### src/rtl/core/drld_pkg.sv
// drld_pkg: shared types and constants for the data-run list decoder
// no dependencies; imported by drld_parser, drld_records and data_run_list_decoder

package drld_pkg;

    localparam int BYTE_W     = 8;
    localparam int VALUE_W    = 64;
    localparam int BPC_W      = 22;
    localparam int STATUS_W   = 2;
    localparam int COUNT_W    = 4;
    localparam int HALF_W     = VALUE_W / 2;

    // record size must stay a power of two (256 to 4096)
    localparam int RECORD_SIZE = 1024;
    localparam int REC_SHIFT   = $clog2(RECORD_SIZE);

    localparam logic [BPC_W-1:0] BPC_RESET = BPC_W'(4096);
    localparam logic [COUNT_W-1:0] MAX_FIELD_BYTES = COUNT_W'(8);

    typedef enum logic [STATUS_W-1:0] {
        ST_RUN       = 2'd0,
        ST_END       = 2'd1,
        ST_TRUNCATED = 2'd2,
        ST_MALFORMED = 2'd3
    } drld_status_t;

    typedef enum logic [2:0] {
        PH_HEADER = 3'b001,
        PH_LENGTH = 3'b010,
        PH_OFFSET = 3'b100
    } drld_phase_t;

    typedef struct packed {
        drld_status_t        status;
        logic [VALUE_W-1:0]  clusters;
        logic [VALUE_W-1:0]  start;
    } drld_run_t;

endpackage

### src/rtl/core/drld_parser.sv
// drld_parser: byte-wise run list state machine, running start cluster and result register
// depends on drld_pkg

module drld_parser (
    input  logic                        aclk,
    input  logic                        aresetn,
    input  logic                        in_valid,
    output logic                        in_ready,
    input  logic [drld_pkg::BYTE_W-1:0] in_byte,
    input  logic                        in_start,
    input  logic                        in_at_end,
    output logic                        out_valid,
    input  logic                        out_ready,
    output drld_pkg::drld_run_t         out_run
);
    import drld_pkg::*;

    drld_phase_t          phase_reg, phase_next;
    logic [COUNT_W-1:0]   len_cnt_reg, len_cnt_next;
    logic [COUNT_W-1:0]   off_cnt_reg, off_cnt_next;
    logic [COUNT_W-1:0]   pos_reg, pos_next;
    logic [VALUE_W-1:0]   len_acc_reg, len_acc_next;
    logic [VALUE_W-1:0]   off_acc_reg, off_acc_next;
    logic [VALUE_W-1:0]   running_reg, running_next;
    logic                 finished_reg, finished_next;
    logic                 res_valid_reg, res_valid_next;
    drld_run_t            res_reg, res_next;

    logic                 accept;
    drld_phase_t          phase_eff;
    logic [VALUE_W-1:0]   running_eff;
    logic                 finished_eff;
    logic [COUNT_W-1:0]   lc, oc, pos_inc;
    logic [VALUE_W-1:0]   shifted_byte, len_new, off_new, off_ext;
    logic [5:0]           sign_idx;
    logic                 sign_bit;

    assign in_ready  = !res_valid_reg || out_ready;
    assign accept    = in_valid && in_ready;
    assign out_valid = res_valid_reg;
    assign out_run   = res_reg;

    assign lc           = in_byte[3:0];
    assign oc           = in_byte[7:4];
    assign pos_inc      = pos_reg + COUNT_W'(1);
    assign shifted_byte = VALUE_W'(in_byte) << {pos_reg[2:0], 3'b000};
    assign len_new      = len_acc_reg | shifted_byte;
    assign off_new      = off_acc_reg | shifted_byte;

    // sign extension of the offset from off_cnt bytes
    assign sign_idx = 6'({off_cnt_reg, 3'b000} - 7'd1);
    assign sign_bit = off_new[sign_idx];
    always_comb begin
        off_ext = off_new;
        for (int k = 0; k < 8; k++) begin
            if (COUNT_W'(k) >= off_cnt_reg) begin
                off_ext[k*8 +: 8] = {8{sign_bit}};
            end
        end
    end

    always_comb begin
        phase_eff    = in_start ? PH_HEADER : phase_reg;
        running_eff  = in_start ? '0 : running_reg;
        finished_eff = in_start ? 1'b0 : finished_reg;

        phase_next    = phase_reg;
        len_cnt_next  = len_cnt_reg;
        off_cnt_next  = off_cnt_reg;
        pos_next      = pos_reg;
        len_acc_next  = len_acc_reg;
        off_acc_next  = off_acc_reg;
        running_next  = running_reg;
        finished_next = finished_reg;
        res_valid_next = res_valid_reg && !out_ready;
        res_next      = res_reg;

        if (accept) begin
            phase_next     = phase_eff;
            running_next   = running_eff;
            finished_next  = finished_eff;
            res_valid_next = 1'b0;
            res_next.status   = ST_TRUNCATED;
            res_next.clusters = '0;
            res_next.start    = running_eff;

            if (!finished_eff) begin
                case (phase_eff)
                    PH_HEADER: begin
                        if (lc == '0) begin
                            finished_next   = 1'b1;
                            res_valid_next  = 1'b1;
                            res_next.status = ST_END;
                        end else if (lc > MAX_FIELD_BYTES || oc > MAX_FIELD_BYTES) begin
                            finished_next   = 1'b1;
                            res_valid_next  = 1'b1;
                            res_next.status = ST_MALFORMED;
                        end else if (in_at_end) begin
                            finished_next   = 1'b1;
                            res_valid_next  = 1'b1;
                            res_next.status = ST_TRUNCATED;
                        end else begin
                            len_cnt_next = lc;
                            off_cnt_next = oc;
                            pos_next     = '0;
                            len_acc_next = '0;
                            off_acc_next = '0;
                            phase_next   = PH_LENGTH;
                        end
                    end
                    PH_LENGTH: begin
                        len_acc_next = len_new;
                        pos_next     = pos_inc;
                        if (pos_inc >= len_cnt_reg) begin
                            pos_next = '0;
                            if (off_cnt_reg == '0) begin
                                phase_next        = PH_HEADER;
                                finished_next     = in_at_end;
                                res_valid_next    = 1'b1;
                                res_next.status   = ST_RUN;
                                res_next.clusters = len_new;
                            end else if (in_at_end) begin
                                phase_next     = PH_HEADER;
                                finished_next  = 1'b1;
                                res_valid_next = 1'b1;
                            end else begin
                                phase_next = PH_OFFSET;
                            end
                        end else if (in_at_end) begin
                            phase_next     = PH_HEADER;
                            finished_next  = 1'b1;
                            res_valid_next = 1'b1;
                        end
                    end
                    PH_OFFSET: begin
                        off_acc_next = off_new;
                        pos_next     = pos_inc;
                        if (pos_inc >= off_cnt_reg) begin
                            pos_next          = '0;
                            phase_next        = PH_HEADER;
                            running_next      = running_reg + off_ext;
                            finished_next     = in_at_end;
                            res_valid_next    = 1'b1;
                            res_next.status   = ST_RUN;
                            res_next.clusters = len_acc_reg;
                            res_next.start    = running_reg + off_ext;
                        end else if (in_at_end) begin
                            phase_next     = PH_HEADER;
                            finished_next  = 1'b1;
                            res_valid_next = 1'b1;
                        end
                    end
                    default: begin
                        phase_next = PH_HEADER;
                    end
                endcase
            end
        end
    end

    always_ff @(posedge aclk) begin
        if (!aresetn) begin
            phase_reg     <= PH_HEADER;
            len_cnt_reg   <= '0;
            off_cnt_reg   <= '0;
            pos_reg       <= '0;
            len_acc_reg   <= '0;
            off_acc_reg   <= '0;
            running_reg   <= '0;
            finished_reg  <= 1'b0;
            res_valid_reg <= 1'b0;
        end else begin
            phase_reg     <= phase_next;
            len_cnt_reg   <= len_cnt_next;
            off_cnt_reg   <= off_cnt_next;
            pos_reg       <= pos_next;
            len_acc_reg   <= len_acc_next;
            off_acc_reg   <= off_acc_next;
            running_reg   <= running_next;
            finished_reg  <= finished_next;
            res_valid_reg <= res_valid_next;
        end
    end

    always_ff @(posedge aclk) begin
        res_reg <= res_next;
    end

    // a finished list ignores bytes that do not restart it
    a_finished_holds: assert property (@(posedge aclk) disable iff (!aresetn)
        accept && finished_reg && !in_start |=> $stable(running_reg) && finished_reg)
        else $error("running cluster moved after end of list");

    a_offset_count: assert property (@(posedge aclk) disable iff (!aresetn)
        phase_reg == PH_OFFSET |-> off_cnt_reg != '0 && pos_reg < off_cnt_reg)
        else $error("offset phase with no offset bytes left");

    a_error_no_length: assert property (@(posedge aclk) disable iff (!aresetn)
        res_valid_reg && res_reg.status != ST_RUN |-> res_reg.clusters == '0)
        else $error("non-run result carries a length");

endmodule

### src/rtl/core/drld_records.sv
// drld_records: two-stage record count pipeline (split multiply, then sum, shift, saturate)
// depends on drld_pkg

module drld_records (
    input  logic                         aclk,
    input  logic                         aresetn,
    input  logic                         in_valid,
    output logic                         in_ready,
    input  drld_pkg::drld_run_t          in_run,
    input  logic [drld_pkg::BPC_W-1:0]   bytes_per_cluster,
    output logic                         out_valid,
    input  logic                         out_ready,
    output drld_pkg::drld_run_t          out_run,
    output logic [drld_pkg::VALUE_W-1:0] out_records
);
    import drld_pkg::*;

    localparam int PART_W = HALF_W + BPC_W;
    localparam int PROD_W = VALUE_W + BPC_W;

    logic                 mul_valid_reg;
    drld_run_t            mul_run_reg;
    logic [PART_W-1:0]    p_lo_reg, p_hi_reg;

    logic                 out_valid_reg;
    drld_run_t            out_run_reg;
    logic [VALUE_W-1:0]   records_reg, records_next;

    logic                 ready_out, ready_mul;
    logic [PROD_W-1:0]    product;

    assign ready_out = !out_valid_reg || out_ready;
    assign ready_mul = !mul_valid_reg || ready_out;
    assign in_ready  = ready_mul;

    // full product, then divide by the record size with saturation
    assign product = PROD_W'(p_lo_reg) + (PROD_W'(p_hi_reg) << HALF_W);
    always_comb begin
        if (product[PROD_W-1 : VALUE_W+REC_SHIFT] != '0) begin
            records_next = '1;
        end else begin
            records_next = product[VALUE_W+REC_SHIFT-1 : REC_SHIFT];
        end
    end

    always_ff @(posedge aclk) begin
        if (!aresetn) begin
            mul_valid_reg <= 1'b0;
            out_valid_reg <= 1'b0;
        end else begin
            if (ready_mul) begin
                mul_valid_reg <= in_valid;
            end
            if (ready_out) begin
                out_valid_reg <= mul_valid_reg;
            end
        end
    end

    always_ff @(posedge aclk) begin
        if (ready_mul) begin
            mul_run_reg <= in_run;
            p_lo_reg    <= PART_W'(in_run.clusters[HALF_W-1:0]) * PART_W'(bytes_per_cluster);
            p_hi_reg    <= PART_W'(in_run.clusters[VALUE_W-1:HALF_W])
                           * PART_W'(bytes_per_cluster);
        end
        if (ready_out) begin
            out_run_reg <= mul_run_reg;
            records_reg <= records_next;
        end
    end

    assign out_valid   = out_valid_reg;
    assign out_run     = out_run_reg;
    assign out_records = records_reg;

    a_no_loss: assert property (@(posedge aclk) disable iff (!aresetn)
        mul_valid_reg && !ready_out |=> mul_valid_reg && $stable(mul_run_reg))
        else $error("multiply stage dropped a run");

    a_out_held: assert property (@(posedge aclk) disable iff (!aresetn)
        out_valid_reg && !out_ready |=> out_valid_reg && $stable(records_reg)
            && $stable(out_run_reg))
        else $error("stalled result changed");

    a_error_zero_records: assert property (@(posedge aclk) disable iff (!aresetn)
        out_valid_reg && out_run_reg.status != ST_RUN |-> records_reg == '0)
        else $error("non-run result carries a record count");

endmodule

### src/rtl/core/data_run_list_decoder.sv
// data_run_list_decoder: top level, cluster size register, parser and record count pipeline
// depends on drld_pkg, drld_parser, drld_records
//
//  channel   direction  handshake                 payload
//  s_        in         s_tvalid / s_tready       tdata run byte, tuser list start, tlast attr end
//  m_        out        m_tvalid / m_tready       tdata length/start/records, tuser status
//  cfg_      in         cfg_valid / cfg_ready     cfg_data bytes per cluster
//
// a byte is taken every cycle unless a parser result is stalled; the parser registers each result
// the record count multiply is split over two registered stages after the parser
// stages advance independently; while m_ stalls, bytes flow only until a parser result is waiting
// reset clears the state machine, the running cluster and sets the cluster size to 4096

module data_run_list_decoder (
    input  logic                         aclk,
    input  logic                         aresetn,
    input  logic                         s_tvalid,
    output logic                         s_tready,
    input  logic [7:0]                   s_tdata,   // [7:0] run_byte
    input  logic                         s_tuser,   // [0] list_start
    input  logic                         s_tlast,   // attribute_end
    output logic                         m_tvalid,
    input  logic                         m_tready,
    output logic [191:0]                 m_tdata,   // [63:0] run_clusters, [127:64]
                                                    // start_cluster, [191:128] record_count
    output logic [drld_pkg::STATUS_W-1:0] m_tuser,  // [1:0] status
    input  logic                         cfg_valid,
    output logic                         cfg_ready,
    input  logic [drld_pkg::BPC_W-1:0]   cfg_data
);
    import drld_pkg::*;

    logic [BPC_W-1:0]   bpc_reg;
    logic               run_valid, run_ready;
    drld_run_t          run_data;
    drld_run_t          out_run;
    logic [VALUE_W-1:0] out_records;

    assign cfg_ready = 1'b1;

    always_ff @(posedge aclk) begin
        if (!aresetn) begin
            bpc_reg <= BPC_RESET;
        end else if (cfg_valid) begin
            bpc_reg <= cfg_data;
        end
    end

    drld_parser u_parser (
        .aclk      (aclk),
        .aresetn   (aresetn),
        .in_valid  (s_tvalid),
        .in_ready  (s_tready),
        .in_byte   (s_tdata),
        .in_start  (s_tuser),
        .in_at_end (s_tlast),
        .out_valid (run_valid),
        .out_ready (run_ready),
        .out_run   (run_data)
    );

    drld_records u_records (
        .aclk              (aclk),
        .aresetn           (aresetn),
        .in_valid          (run_valid),
        .in_ready          (run_ready),
        .in_run            (run_data),
        .bytes_per_cluster (bpc_reg),
        .out_valid         (m_tvalid),
        .out_ready         (m_tready),
        .out_run           (out_run),
        .out_records       (out_records)
    );

    assign m_tdata = {out_records, out_run.start, out_run.clusters};
    assign m_tuser = out_run.status;

endmodule
### config.mk
export PLATFORM = sky130hd
export DESIGN_NAME = data_run_list_decoder
export DESIGN_NICKNAME = d
export VERILOG_FILES = /design/src/rtl/core/drld_pkg.sv /design/src/rtl/core/drld_parser.sv /design/src/rtl/core/drld_records.sv /design/src/rtl/core/data_run_list_decoder.sv
export SDC_FILE = /design/constraint.sdc
export NUM_CORES = 2
export LEC_CHECK = 0
export ABC_AREA = 1
export BUFFER_PORTS_ARGS = -buffer_cell sky130_fd_sc_hd__buf_2
export CORE_AREA = 5 5 520 419
export DETAILED_ROUTE_END_ITERATION = 7
export DIE_AREA = 0 0 525 424
export SLEW_MARGIN = 20
export SYNTH_ARGS = -nofsm -noshare
export SYNTH_HDL_FRONTEND = slang
export SYNTH_HIERARCHICAL = 1
export SYNTH_SLANG_ARGS = --single-unit
export TNS_END_PERCENT = 20
### constraint.sdc
create_clock -name aclk -period 13 [get_ports aclk]
set_input_delay 2.6 -clock aclk [delete_from_list [all_inputs] [get_ports aclk]]
set_output_delay 2.6 -clock aclk [all_outputs]
set_load 0.03 [all_outputs]
-- Word level (Yosys, flattened, before mapping)
Index checks and enable logic that the tools add are counted.
- bits of input ports: 37
- logic and storage cells: 136
- ROM bits: 0
- RAM bits: 0
- register bits after elaboration: 795
- output and inout bits: 197
- memories: 0
- bits in latches: 0
- div/mod/pow operators: 0
- bitwise gates (word level): 6
- shifts and indexed selects: 1
- mux-type cells: 60
- multiply operators: 2
- reductions and logical operators: 20
- equal/unequal tests: 6
- magnitude comparators: 13
- $add $sub $neg: 4
- operator list (operator ; number):
    64-bit 2-to-1 mux ; 9
    64-bit one-hot mux with 2 select lines ; 3
    66-bit 2-to-1 mux ; 2
    130-bit 2-to-1 mux ; 1
    64-bit OR ; 2
    32-bit by 22-bit multiplier with 54-bit output ; 2
    54-bit by 86-bit adder with 86-bit output ; 1
    64-bit adder ; 1
    8-bit 2-to-1 mux ; 8
    8-bit by 6-bit << shifter with 64-bit output ; 1
    3-bit 2-to-1 mux ; 10
    6-bit AND reduction ; 4
    4-bit 2-to-1 mux ; 5
    3-bit by 4-bit greater-or-equal comparator with 1-bit output, first input constant ; 4
    1-bit 2-to-1 mux ; 15
    4-bit one-hot mux with 3 select lines ; 1
    12-bit nonzero test ; 1
    3-bit one-hot mux with 3 select lines ; 1
    1-bit by 4-bit greater-or-equal comparator with 1-bit output, first input constant ; 2
    2-bit by 4-bit greater-or-equal comparator with 1-bit output, first input constant ; 2
    4-bit greater-or-equal comparator ; 2
    4-bit greater-than comparator, second input constant ; 2
    4-bit zero test ; 2
    6-bit by 7-bit less-than comparator with 1-bit output, second input constant ; 1
    16 further kinds ; 30

-- Logic depth before layout (Yosys ltp)
- word-level depth: 9
- mapped depth: 31
- gate-level depth less buffers: 31

-- By module
The synthesis kept the hierarchy.
- by module, submodules not included (module ; cells each ; instances ; area each (µm²)):
    drld_records ; 7249 ; 1 ; 63121.8
    drld_parser ; 2922 ; 1 ; 20340.8
    data_run_list_decoder ; 140 ; 1 ; 928.4

-- Worst setup path after synthesis
Ideal clock, no wire load.
- kind: input-to-reg
- from: input port m_tready
- to: register u_parser.res_reg (netlist bit u_parser/out_run[0]) (enable)
- setup slack: -0.422 ns
- buffers on the path: 2
- arrival time: 12.878 ns
- cell stages on the path: 8
- library setup time: 0.544 ns
- cell sequence: inv_1 nand3_1 inv_1 nand2_1 nand2_1 inv_2 clkbuf_1 buf_1
- word-level cells in the longest chain between the ends: 4
- ends and longest elaborated chain (item ; line ; text):
    from (decl) ; data_run_list_decoder.sv:23 ; input logic m_tready,
    1-bit logical OR ; drld_records.sv:32 ; assign ready_out = !out_valid_reg || out_ready;
    1-bit logical OR ; drld_records.sv:33 ; assign ready_mul = !mul_valid_reg || ready_out;
    via run_ready ; data_run_list_decoder.sv:34 ; logic run_valid, run_ready;
    1-bit logical OR ; drld_parser.sv:38 ; assign in_ready = !res_valid_reg || out_ready;
    via s_tready ; data_run_list_decoder.sv:18 ; output logic s_tready,
    1-bit logical AND ; drld_parser.sv:39 ; assign accept = in_valid && in_ready;
    via u_parser.accept ; drld_parser.sv:29 ; logic accept;
    to (signal assigned) ; drld_parser.sv:186 ; res_reg <= res_next;
    to (decl) ; drld_parser.sv:27 ; drld_run_t res_reg, res_next;
The timed path passes the listed nets, and every way through them passes these cells.
A chain may end at the register's enable or synchronous reset.

-- Final worst setup path
- from: register bpc_reg[5]
- to: register u_records.p_hi_reg[51], data pin
- word-level cells in the longest chain between the ends: 1
- ends and longest elaborated chain (item ; line ; text):
    from (decl) ; data_run_list_decoder.sv:33 ; logic [BPC_W-1:0] bpc_reg;
    from (signal assigned) ; data_run_list_decoder.sv:45 ; bpc_reg <= cfg_data;
    32-bit by 22-bit multiplier with 54-bit output ; drld_records.sv:65 ; * PART_W'(bytes_per_cluster);
    to (signal assigned) ; drld_records.sv:64 ; p_hi_reg <= PART_W'(in_run.clusters[VALUE_W-1:HALF_W])
    to (decl) ; drld_records.sv:23 ; logic [PART_W-1:0] p_lo_reg, p_hi_reg;
Every way passes these cells.

==> run_results.csv <==
group,metric,value,unit
outcome,outcome,"finished, final reports clean",
worst_setup_path,cp_cell_sequence,"buf_4 -> nand2_1 -> inv_1 -> fa_1 -> fa_1 -> inv_1 -> fa_1 -> inv_1 -> fa_1 -> inv_1 -> fa_1 -> inv_1 -> fa_1 -> fa_1 -> ha_1 -> a21oi_1 -> a21boi_0 -> a21boi_0 -> o21ai_0 -> nand3_1 -> nand3_1 -> xor2_1",
sta,setup_viol,0,
grt,grt_antenna_before_repair,9,
grt,grt_use_total,24.1,%
finish,layout_commonest_cell,"nand2_1",
route,viasPerCell,5.10,
power_and_ir_drop,fin_total_pwr,0.0162,W
worst_setup_path,critical-path-max-stage-delay,660,ps
die,die_w,525,um
route,wl,268000,um
worst_setup_path,ff2ff_setup_slack,5300,ps
route,drc,0,
route,vias,67600,
sta,fin_crit_sh,59.2,%
synthesis,yosysUniqueCellTypes,54,
synthesis,synth_nets,12000,
die,fp.dieH,424,um
finish,drive_above_1_share,6.48,%
synthesis,yosys-top-cells-area,"fa_1 28%, edfxtp_1 20%, nand2_1 12%",
worst_setup_path,cp-end-kind,"register",
power_and_ir_drop,switchingPower,0.00825,W
cts,cts_buffer_depth,3,
cts,ctsResizeCount,0,
worst_setup_path,crit_start,"bpc_reg[5]",
route,drt_iter0_markers,5991,
cts,cts_tree,"yes",
sta,worst_slew_pin_slew,1120,ps
place,place_congestion,0.956,
power_and_ir_drop,leakage,46.2,nW
worst_setup_path,worstSetupPathType,"register to register",
place,io_buffers,232,
sta,tns,0,ps
finish,most-common-layout-cells,"2596 x nand2_1, 2392 x inv_1, 1195 x fa_1, 719 x nor2_1, 552 x edfxtp_1",
grt,grt_pass1_vias,68900,
grt,grt_pass1_wl,417000,um
synthesis,ys.flop_type,"edfxtp_1",
power_and_ir_drop,p_per_area,177,nW/um2
finish,regArea,21300,um2
sta,finalMaxSlewViolations,0,
worst_setup_path,reg2reg_depth,22,
hold_path,hp-class,"register to register",
hold_path,hp-start,"u_records/mul_run_reg[71]",
flow_run,maxCapViolCount,0,
synthesis,async_reset_ff_share,0,%
sta,layout_min_cycle_time,7700,ps
sta,hold_viol_final,0,
worst_setup_path,start_kind,"register",
hold_path,worstHoldPathCells,0,
power_and_ir_drop,p_int,0.00795,W
worst_setup_path,path_max_fanout,52,
power_and_ir_drop,p_sw_share,50.9,%
cts,root_buffer,"clkbuf_16",
cts,clock_latency,770,ps
grt,gr-total-overflow,0,
synthesis,ys_seq_area_share,25.2,%
die,ioPinCount,234,
synthesis,ys.warnings.count,6,
worst_setup_path,r2r-end,"u_records/p_hi_reg[51]",
worst_setup_path,crit_arrival,8180,ps
synthesis,syn-cell-area,84400,um2
route,ant_nets,0,
sta,relSlewSlack,25.1,%
die,core,213000,um2
worst_setup_path,r2r-start,"bpc_reg[5]",
die,initial_core_util,39.7,%
route,wl_per_cell,20.3,um
grt,grt_max_degree,151,
power_and_ir_drop,combPwrFrac,61.8,%
power_and_ir_drop,peakVddDrop,0.235,mV
synthesis,synth_top_area_share,28.3,%
power_and_ir_drop,p_clk_share,16.8,%
sta,fmaxAchievable,130,MHz
place,dpl_cell_area,88100,um2
worst_setup_path,crit_required,13470,ps
place,dp_hpwl,208000,um
worst_setup_path,crit_top_cell,"fa_1",
cts,cts_made_buffers,88,
synthesis,synth_edf_count,552,
cts,hold_buffers,0,
worst_setup_path,worst_path_max_delay_cell,"buf_4",
finish,area_delta_synth_final,8.30,%
finish,final_core_util,42.9,%
synthesis,syn_area_per_cell,8.18,um2
hold_path,hold_end,"u_records/out_run[71]",
die,num_rows,152,
synthesis,syn_inst,10300,
finish,multi_input_area,52200,um2
finish,stdcell_area,91400,um2
cts,clock-sinks,785,
sta,rsz0062_at_grt,"false",
power_and_ir_drop,seqPwrFrac,21.3,%
finish,fin_nets,12000,
synthesis,yosys.area.top_type,"fa_1",
cts,cts_htree_levels,3,
finish,fillers,21200,
cts,cts_setup_buffers,0,
cts,clk_pin_slew,60,ps
sta,fin_skew,73.0,ps
die,dieArea,223000,um2
route,first_pass_iters,6,
synthesis,ys_ff_latch,785,
==> cells by family after synthesis <==
kind of cell,after synthesis,synth area share (%)
xor gates and xnor gates,159,1.65
DFF,785,25.2
other,1,0.00444
AOI/OAI and AO/OA,918,6.05
buffers and inverters,2862,13.1
adders and majority gates,1627,34.8
and+or+nand+nor,3959,19.3
==> critical path: cells and delay by family (launching register included) <==
kind,cells,cell delay [ps]
AND/OR/NAND/NOR,3,370
XOR/XNOR,1,160
adder cells (fa/ha/maj),8,3730
buffers and inverters,6,1000
AO/OA/AOI/OAI,4,1590
flip-flops,1,520
==> cells in the mapped netlist (57+ instances only) <==
master,number
a21oi_1,495
o21ai_0,184
nand3_2,68
nand2_1,2598
nor3_1,99
fa_1,1195
xnor2_1,57
buf_1,152
edfxtp_1,552
xor2_1,102
clkbuf_1,216
dfxtp_1,233
ha_1,432
inv_1,2393
nand3_1,326
nor2_1,720
==> worst max path at each step <==
stage                                        end  slack, ps
after detailed placement  u_records/p_hi_reg[51]       5510
after CTS                 u_records/p_hi_reg[51]       5450
after floorplan              u_parser/out_run[0]       2250
after global routing      u_records/p_hi_reg[50]       5030
after global placement    u_records/p_hi_reg[38]       5590
final                     u_records/p_hi_reg[51]       5300
==> metal layers <==
layer | GRT usage (%) | share of wire [%] | up-vias
met3 | 4.62 | 8.5 | 332
met2 | 36.1 | 43 | 2710
met4 | 5.14 | 2.2 | 4
met5 | 0 | 0.013 | -
li1 | - | - | 31000
met1 | 36.1 | 47 | 33500
==> through the flow <==
step,std cells,hold WS (ps),worst slack (ps)
detailed placement,13100,405,5510
finish,13200,386,5300
global placement,13100,403,5590
floorplan,10300,400,2250
global route,13200,394,5030
CTS,13200,375,5450
==> area by class of cell <==
type	instances	share of cell area (%)
sequential	785	23.3
clock inverter	57	0.916
antenna	3	0.00821
multi-input combinational	6664	57.1
clock buffer	107	2.52
tap	2849	3.90
inverter	2426	9.98
timing repair buffer	349	2.32
==> power groups by stage <==
stage / sequential (W) / combinational, W / clock (W)
5_1_grt: 0.00348 / 0.0111 / 0.00291
3_5_place_dp: 0.00351 / 0.00978 / 0
2_1_floorplan: 0.00341 / 0.00633 / 0
6_report: 0.00346 / 0.0100 / 0.00273
4_1_cts: 0.00346 / 0.00984 / 0.00282
3_3_place_gp: 0.00351 / 0.00977 / 0
No activity file was read; power rests on OpenSTA's default activity.
